$ cat src/design/stpr_pkg.sv
// Shared types and constants for the scope self-time profiler.
package stpr_pkg;

    localparam int unsigned TICK_W = 64;
    localparam int unsigned NAME_W = 7;
    localparam int unsigned CNT_W  = 32;

    localparam logic [29:0]       NS_PER_SEC = 30'd1000000000;
    localparam logic [TICK_W-1:0] FREQ_RESET = 64'd24000000;

    typedef enum logic [1:0] {
        CMD_ENTER  = 2'd0,
        CMD_COMMIT = 2'd1,
        CMD_FOLD   = 2'd2
    } cmd_t;

    typedef struct packed {
        logic [1:0]        command;
        logic [NAME_W-1:0] name_id;
        logic [TICK_W-1:0] begin_ticks;
        logic [TICK_W-1:0] end_ticks;
    } stpr_in_t;

    typedef struct packed {
        logic [NAME_W-1:0] scope_name;
        logic [TICK_W-1:0] call_count;
        logic [TICK_W-1:0] inclusive_nanos;
        logic [TICK_W-1:0] self_nanos;
        logic [CNT_W-1:0]  frame_number;
        logic [CNT_W-1:0]  dropped_commits;
        logic              stack_overflowed;
        logic              entry_valid;
        logic              last_of_fold;
    } stpr_out_t;

    typedef struct packed {
        logic [TICK_W-1:0] calls;
        logic [TICK_W-1:0] incl_ticks;
        logic [TICK_W-1:0] self_ticks;
    } stpr_row_t;

    typedef struct packed {
        logic                start;
        logic [2*TICK_W-1:0] dividend;
        logic [TICK_W-1:0]   divisor;
    } stpr_div_req_t;

    typedef struct packed {
        logic              done;
        logic [TICK_W-1:0] quot;
        logic [TICK_W-1:0] rem;
    } stpr_div_rsp_t;

    typedef struct packed {
        logic              start;
        logic [TICK_W-1:0] ticks;
        logic [TICK_W-1:0] freq;
    } stpr_conv_req_t;

    typedef struct packed {
        logic              done;
        logic [TICK_W-1:0] nanos;
    } stpr_conv_rsp_t;

    typedef enum logic [3:0] {
        CV_IDLE,
        CV_QGO,
        CV_QWAIT,
        CV_MUL_RL,
        CV_MUL_RH,
        CV_FGO,
        CV_FWAIT,
        CV_MUL_QL,
        CV_MUL_QH,
        CV_DONE
    } conv_state_t;

    typedef enum logic [3:0] {
        ST_IDLE,
        ST_CM_RD,
        ST_CM_UPD,
        ST_FD_RD,
        ST_FD_CHK,
        ST_FD_CI,
        ST_FD_CS,
        ST_FD_EMIT,
        ST_FD_END
    } top_state_t;

endpackage

$ cat src/design/stpr_div.sv
// Restoring divider, 128-bit dividend by 64-bit divisor, one bit per cycle.
module stpr_div (
    input  logic                   clk,
    input  logic                   rst_n,
    input  stpr_pkg::stpr_div_req_t req,
    output stpr_pkg::stpr_div_rsp_t rsp
);

    logic         busy_reg, busy_next;
    logic         done_reg, done_next;
    logic [6:0]   cnt_reg, cnt_next;
    logic [127:0] dvd_reg, dvd_next;
    logic [63:0]  dsr_reg, dsr_next;
    logic [63:0]  rem_reg, rem_next;
    logic [63:0]  quo_reg, quo_next;
    logic [64:0]  shifted;
    logic [64:0]  diff;
    logic         ge;

    assign shifted = {rem_reg, dvd_reg[127]};
    assign ge      = shifted >= {1'b0, dsr_reg};
    assign diff    = shifted - {1'b0, dsr_reg};

    always_comb
    begin
        busy_next = busy_reg;
        done_next = 1'b0;
        cnt_next  = cnt_reg;
        dvd_next  = dvd_reg;
        dsr_next  = dsr_reg;
        rem_next  = rem_reg;
        quo_next  = quo_reg;
        if (req.start)
        begin
            busy_next = 1'b1;
            cnt_next  = 7'd0;
            dvd_next  = req.dividend;
            dsr_next  = req.divisor;
            rem_next  = 64'd0;
            quo_next  = 64'd0;
        end
        else if (busy_reg)
        begin
            rem_next = ge ? diff[63:0] : shifted[63:0];
            quo_next = {quo_reg[62:0], ge};
            dvd_next = {dvd_reg[126:0], 1'b0};
            cnt_next = cnt_reg + 7'd1;
            if (cnt_reg == 7'd127)
            begin
                busy_next = 1'b0;
                done_next = 1'b1;
            end
        end
    end

    always_ff @(posedge clk or negedge rst_n)
    begin
        if (!rst_n)
        begin
            busy_reg <= 1'b0;
            done_reg <= 1'b0;
            cnt_reg  <= 7'd0;
        end
        else
        begin
            busy_reg <= busy_next;
            done_reg <= done_next;
            cnt_reg  <= cnt_next;
        end
    end

    always_ff @(posedge clk)
    begin
        dvd_reg <= dvd_next;
        dsr_reg <= dsr_next;
        rem_reg <= rem_next;
        quo_reg <= quo_next;
    end

    assign rsp.done = done_reg;
    assign rsp.quot = quo_reg;
    assign rsp.rem  = rem_reg;

endmodule

$ cat src/design/stpr_conv.sv
// Tick to nanosecond converter sequencing the shared divider and multiplier.
module stpr_conv (
    input  logic                    clk,
    input  logic                    rst_n,
    input  stpr_pkg::stpr_conv_req_t req,
    output stpr_pkg::stpr_conv_rsp_t rsp
);

    stpr_pkg::conv_state_t   state_reg, state_next;
    stpr_pkg::stpr_div_req_t div_req;
    stpr_pkg::stpr_div_rsp_t div_rsp;

    logic [63:0] t_reg, t_next;
    logic [63:0] f_reg, f_next;
    logic [63:0] q_reg, q_next;
    logic [63:0] r_reg, r_next;
    logic [63:0] frac_reg, frac_next;
    logic [61:0] plo_reg, plo_next;
    logic [61:0] phi_reg, phi_next;
    logic [63:0] nanos_reg, nanos_next;
    logic        done_reg, done_next;
    logic [31:0] mul_op;
    logic [61:0] mul_prod;
    logic [93:0] frac_dvd;

    stpr_div u_div (
        .clk   (clk),
        .rst_n (rst_n),
        .req   (div_req),
        .rsp   (div_rsp)
    );

    assign mul_prod = 62'(mul_op) * 62'(stpr_pkg::NS_PER_SEC);
    assign frac_dvd = 94'(plo_reg) + {phi_reg, 32'd0};

    always_comb
    begin
        state_next       = state_reg;
        t_next           = t_reg;
        f_next           = f_reg;
        q_next           = q_reg;
        r_next           = r_reg;
        frac_next        = frac_reg;
        plo_next         = plo_reg;
        phi_next         = phi_reg;
        nanos_next       = nanos_reg;
        done_next        = 1'b0;
        mul_op           = 32'd0;
        div_req.start    = 1'b0;
        div_req.dividend = {64'd0, t_reg};
        div_req.divisor  = f_reg;
        case (state_reg)
            stpr_pkg::CV_IDLE:
            begin
                if (req.start)
                begin
                    t_next     = req.ticks;
                    f_next     = req.freq;
                    state_next = stpr_pkg::CV_QGO;
                end
            end
            stpr_pkg::CV_QGO:
            begin
                div_req.start = 1'b1;
                state_next    = stpr_pkg::CV_QWAIT;
            end
            stpr_pkg::CV_QWAIT:
            begin
                if (div_rsp.done)
                begin
                    q_next     = div_rsp.quot;
                    r_next     = div_rsp.rem;
                    state_next = stpr_pkg::CV_MUL_RL;
                end
            end
            stpr_pkg::CV_MUL_RL:
            begin
                mul_op     = r_reg[31:0];
                plo_next   = mul_prod;
                state_next = stpr_pkg::CV_MUL_RH;
            end
            stpr_pkg::CV_MUL_RH:
            begin
                mul_op     = r_reg[63:32];
                phi_next   = mul_prod;
                state_next = stpr_pkg::CV_FGO;
            end
            stpr_pkg::CV_FGO:
            begin
                div_req.start    = 1'b1;
                div_req.dividend = 128'(frac_dvd);
                state_next       = stpr_pkg::CV_FWAIT;
            end
            stpr_pkg::CV_FWAIT:
            begin
                if (div_rsp.done)
                begin
                    frac_next  = div_rsp.quot;
                    state_next = stpr_pkg::CV_MUL_QL;
                end
            end
            stpr_pkg::CV_MUL_QL:
            begin
                mul_op     = q_reg[31:0];
                plo_next   = mul_prod;
                state_next = stpr_pkg::CV_MUL_QH;
            end
            stpr_pkg::CV_MUL_QH:
            begin
                mul_op     = q_reg[63:32];
                phi_next   = mul_prod;
                state_next = stpr_pkg::CV_DONE;
            end
            stpr_pkg::CV_DONE:
            begin
                nanos_next = 64'(plo_reg) + {phi_reg[31:0], 32'd0} + frac_reg;
                done_next  = 1'b1;
                state_next = stpr_pkg::CV_IDLE;
            end
            default:
            begin
                state_next = stpr_pkg::CV_IDLE;
            end
        endcase
    end

    always_ff @(posedge clk or negedge rst_n)
    begin
        if (!rst_n)
        begin
            state_reg <= stpr_pkg::CV_IDLE;
            done_reg  <= 1'b0;
        end
        else
        begin
            state_reg <= state_next;
            done_reg  <= done_next;
        end
    end

    always_ff @(posedge clk)
    begin
        t_reg     <= t_next;
        f_reg     <= f_next;
        q_reg     <= q_next;
        r_reg     <= r_next;
        frac_reg  <= frac_next;
        plo_reg   <= plo_next;
        phi_reg   <= phi_next;
        nanos_reg <= nanos_next;
    end

    assign rsp.done  = done_reg;
    assign rsp.nanos = nanos_reg;

endmodule
$ cat config.mk
export PLATFORM = sky130hd
export DESIGN_NAME = stpr_conv
export DESIGN_NICKNAME = d
export VERILOG_FILES = /design/src/design/stpr_pkg.sv /design/src/design/stpr_div.sv /design/src/design/stpr_conv.sv
export SDC_FILE = /design/constraint.sdc
export NUM_CORES = 2
export LEC_CHECK = 0
export ABC_AREA = 1
export BUFFER_PORTS_ARGS = -buffer_cell sky130_fd_sc_hd__buf_2
export CORE_ASPECT_RATIO = 0.75
export CORE_MARGIN = 2
export CORE_UTILIZATION = 58
export DETAILED_ROUTE_END_ITERATION = 6
export MAX_ROUTING_LAYER = met4
export PLACE_DENSITY_LB_ADDON = 0.08
export RECOVER_POWER = 50
export SYNTH_ARGS = -nofsm -noshare
export SYNTH_HDL_FRONTEND = slang
export SYNTH_SLANG_ARGS = --single-unit
$ cat constraint.sdc
create_clock -name clk -period 9.4 [get_ports clk]
set_input_delay 0.94 -clock clk [delete_from_list [all_inputs] [get_ports clk]]
set_output_delay 0.94 -clock clk [all_outputs]
set_load 0.03 [all_outputs]
* Word-level counts from Yosys, hierarchy flattened
Index checks and enable logic that the tools add are counted.
** Word-level totals
- Bits in registers :: 824
- Input port bits :: 131
- Output and inout bits :: 65
** Operators by class
- Add/sub/neg operators :: 5
- Magnitude comparators :: 1
- Reduce and logical (&&, ||, !) cells :: 9
- Eq/ne operators :: 13
- Multipliers :: 1
- Muxes and demuxes :: 19
** Operators with widths (number)
- 128-bit two-way mux :: 2
- 32-bit case mux with 4 select lines :: 1
- 62-bit by 94-bit adder with 94-bit output :: 1
- 94-bit two-way mux :: 1
- 65-bit by 64-bit >= comparator with 1-bit output :: 1
- 62-bit by 64-bit adder with 64-bit output :: 1
- 64-bit adder :: 1
- 64-bit two-way mux :: 1
- 64-bit subtractor :: 1
- 32-bit by 21-bit multiplier with 53-bit output (second input constant) :: 1
- 4-bit case mux with 9 select lines :: 1
- 4-bit by 3-bit equality test with 1-bit output (second input constant) :: 4
- 7-bit two-way mux :: 2
- 4-bit two-way mux :: 3
- 4-bit by 2-bit equality test with 1-bit output (second input constant) :: 2
- 4-bit equality test (second input constant) :: 2
- 1-bit two-way mux :: 8
- 7-bit by 1-bit adder with 7-bit output (second input constant) :: 1
- 7-bit equality test (second input constant) :: 1
- 2-bit AND reduction :: 3
- 2-bit OR reduction :: 3
- 4-bit by 1-bit equality test with 1-bit output (second input constant) :: 1
- 4-bit zero test :: 1
- 2-bit by 1-bit inequality test with 1-bit output (second input constant) :: 2
- 3 further kinds :: 3

* Depth between registers and ports, before layout
- Depth in word-level cells :: 4
- Gate-level depth with buffers :: 35

* By module
A second synthesis with hierarchy kept.
** Unflattened totals
- Cells, all modules :: 6804
- Area total of the unflattened synthesis :: 57575.2 µm²
** By module, submodules not included
- stpr_conv :: instances 1, cells each 4394, area an instance 39562.9 µm²
- stpr_div :: instances 1, cells each 2410, area an instance 18012.3 µm²

* Worst setup path before layout
Ideal clock, no wire load.
- Path kind :: flip-flop to flip-flop
- Start :: register state_reg[3]
- End :: register q_reg[0] (enable)
- Slack :: -0.639 ns
- Cell stages (with the launch flop) :: 4
- Data arrival time :: 9.267 ns
- Data required time :: 8.628 ns
- Path through :: dfrtp_1 inv_1 nand3_1 nor3_1
** Between the ends
- Longest elaborated chain between the ends :: 2
** Ends and longest elaborated chain
- from (decl) :: RTL line stpr_conv.sv:9 : stpr_pkg::conv_state_t state_reg, state_next;
- from (signal assigned) :: RTL line stpr_conv.sv:131 : state_reg <= stpr_pkg::CV_IDLE;
- from (signal assigned) :: RTL line stpr_conv.sv:136 : state_reg <= state_next;
- 4-bit by 2-bit equality test with 1-bit output :: RTL line stpr_conv.sv:52 : case (state_reg)
- 2-bit AND reduction (no source line)
- to (signal assigned) :: RTL line stpr_conv.sv:145 : q_reg <= q_next;
- to (decl) :: RTL line stpr_conv.sv:15 : logic [63:0] q_reg, q_next;
Every way passes these cells.
A chain may end at the register's enable or synchronous reset.

* Worst setup path in the final report
- Start :: register state_reg[1]
- End :: register phi_reg[36] (data pin)
** Between the ends
- Longest elaborated chain between the ends :: 3
** Ends and longest elaborated chain
- 4-bit equality test (tied with other cells) :: RTL line stpr_conv.sv:52
- 32-bit case mux with 4 select lines * :: RTL line stpr_conv.sv:52
- 32-bit by 21-bit multiplier with 53-bit output * :: RTL line stpr_conv.sv:33 : assign mul_prod = 62'(mul_op) * 62'(stpr_pkg::NS_PER_SEC);
- net mul_prod[36] :: RTL line stpr_conv.sv:23 : logic [61:0] mul_prod;
- to (signal assigned) :: RTL line stpr_conv.sv:149 : phi_reg <= phi_next;
- to (decl) :: RTL line stpr_conv.sv:19 : logic [61:0] phi_reg, phi_next;
Mark *: on every way through the listed nets, which the timed path passes. The rest lies on a longest branch.

==> out/qor.yml <==
postRouteAntennaNets: 0
area.growth.synth_to_final_pct: 9.69
crit_path_frequent_cell: "inv_1"
root_buffer: "clkbuf_16"
post-route-period-util_pct: 94.7
crit_fanout: 18
die_h_um: 272
start_util_pct: 58.3
hold_class: "in2async"
worst_pin_slew_ns: 3.88
cts_tree: "built"
grt_pass1_vias: 42500
die_w_um: 361
first_pass_iters: 6
rows: 98
rsz0062_at_grt: "false"
vias_per_cell: 5.78
slew-limit-headroom_pct: -159
setup_tns_ns: 0
grt-ovfl-total: 0
clock_latency_ns: 0.72
antenna_found_initial: 3
ys_seq_area_share_pct: 42.2
drt_wl_total_um: 184000
finalClockSkew_ns: 0.0675
grt_pass1_wl_um: 271000
route.vias.total: 44700
nets: 7298
clock-sinks: 824
synthCells: 6175
async_flop_share_pct: 1.70
max_cap_violations: 6
largest_reg_flops: 128
cp.required_ns: 9.81
slowest_stage: "fa_1"
grt_use_total_pct: 38.7
ys_seq_elements: 824
cts_buffers: 82
gp_congestion: 1.06
slew_violations: 336
avgSynthCellArea_sq_um: 8.98
syn_nets: 7063
ios: 196
path_clk_slew_ns: 0.07
crit_arrival_ns: 9.32
hold_buffers: 0
finalSetupViolCount: 0
hold_viol: 0
postCtsSetupBuffers: 0
dp_hpwl_um: 149000
netlist_area_sq_mm: 0.0554
first_iter_violations: 6019
yosys_most_used_dff: "edfxtp_1"
grt_max_degree: 83
finalCriticalPeriod_ns: 8.90
ys_warn_count: 0
drc: 0
wl_per_cell_um: 23.8
r2r_cells: 29
max_freq_mhz: 112
core_sq_mm: 0.0950
slowest_delay_ns: 0.56
dieArea_sq_mm: 0.0981
endpoint_kind: "flop"
htreeDepth: 3
cts_buffer_depth: 3
crit_path_start_kind: "flop"
port_buffers: 195
status: "finished with violations"
drive_above_1_share_pct: 5.26
ys_types: 51
synth_edf_count: 682
violations: "max-capacitance violations, max-slew violations"
path_class: "reg2reg"
## placed cells by master (no fill, tap or decap), drive strengths merged, types with 14 or more instances in the layout
cell	netlist	routed
a21boi	21	21
a21o	26	26
a21oi	263	263
a22o	14	14
a22oi	65	65
a31oi	35	35
buf	30	168
clkbuf	60	170
clkinv	2	31
dfrtp	14	14
dfxtp	128	128
edfxtp	682	682
fa	327	327
ha	430	430
inv	1240	1245
nand2	1482	1482
nand3	265	265
nand3b	17	17
nand4	83	83
nor2	551	551
nor3	52	52
nor4	23	23
o21ai	170	170
o21bai	35	35
xnor2	34	34
xor2	79	79
## logic make-up (layout without fill, tap and decap cells)
logic type	count (synthesis)	after routing	share of synthesized area (%)
simple gates	2487	2487	18.4
buf+inv	1332	1635	9.15
flops	824	824	42.2
fa+ha+maj	757	757	21.5
compound gates	662	662	6.97
xor+xnor	113	113	1.78
other cells	0	1	0
## worst paths after layout
| check | from | to | slack [ns] |
|---|---|---|---|
| max reg2reg | state_reg[1]$_DFFE_PN0P_ | phi_reg[36]$_DFFE_PP_ | 0.50 |
| min reg2reg | f_reg[52]$_DFFE_PP_ | u_div.dsr_reg[52]$_DFFE_PN_ | 0.42 |
| min | rst_n | done_reg$_DFF_PN0_ | 0.36 |
| min in group clk | req[4] | f_reg[4]$_DFFE_PP_ | 0.39 |
| max in group asynchronous | rst_n | u_div.busy_reg$_DFF_PN0_ | 8.35 |
| max | state_reg[1]$_DFFE_PN0P_ | phi_reg[36]$_DFFE_PP_ | 0.50 |
## synthesized netlist by cell type, types with 17 or more instances
master / instances / area (sq um)
nand2_1: 1474 / 5530
inv_1: 1232 / 4620
edfxtp_1: 682 / 20500
nor2_1: 538 / 2020
ha_1: 430 / 5380
fa_1: 327 / 6550
nand3_1: 264 / 1320
a21oi_1: 263 / 1320
o21ai_0: 157 / 786
dfxtp_1: 128 / 2560
nand4_1: 81 / 507
xor2_1: 79 / 692
a22oi_1: 65 / 488
clkbuf_1: 60 / 225
nor3_1: 52 / 260
a31oi_1: 35 / 219
o21bai_1: 35 / 263
xnor2_1: 34 / 298
a21o_1: 26 / 195
nor4_1: 22 / 138
a21boi_0: 17 / 128
nand3b_1: 17 / 128
## worst max-delay path: cells and delay by family (launching register included)
kind / cells / cell delay, ns
adder cells (fa/ha/maj): 7 / 3.52
XOR/XNOR: 2 / 0.73
buffers and inverters: 9 / 1.33
AND/OR/NAND/NOR: 10 / 2.41
AO/OA/AOI/OAI: 1 / 0.20
flip-flops: 1 / 0.41
## timing repair
action	4_1_cts	5_1_grt
gates resized for setup	0	2
endpoints found under the hold margin	0	0
endpoints found under the setup margin	0	4
## per-layer routing
layer | track usage [%] | vias up | share of wire, %
met1 | 59.5 | 21500 | 45
met4 | 6.35 | 0 | 1.7
met5 | - | - | 0
met2 | 50.3 | 2564 | 39
li1 | - | 20400 | -
met3 | 11.9 | 221 | 14
## through the flow
step                      instance area, sq um  setup slack, ns  utilization, %  std cells  hold WS (ns)
after floorplan                          55500             2.30               -       6175         0.400
after global placement                   58000            0.538            61.0       7576         0.401
after detailed placement                 58000            0.502            61.0       7576         0.405
after CTS                                61000            0.432            64.1       7728         0.127
after global routing                     60800           0.0400            64.0       7729         0.359
final                                    60800            0.499            64.0       7729         0.364
## layout make-up
type / count / area (sq um)
flip-flops and latches: 824 / 23400
inverters: 1242 / 4660
diodes: 1 / 2.50
well taps: 1250 / 1560
clock inverters: 55 / 812
repair buffers: 241 / 1220
clock buffers: 97 / 2140
multi-input cells: 4019 / 27000
fillers: 7945 / 34200
Power is left out: the tool's default activity adds up to more than one toggle a clock period on the data nets, which glitch-free logic cannot reach.
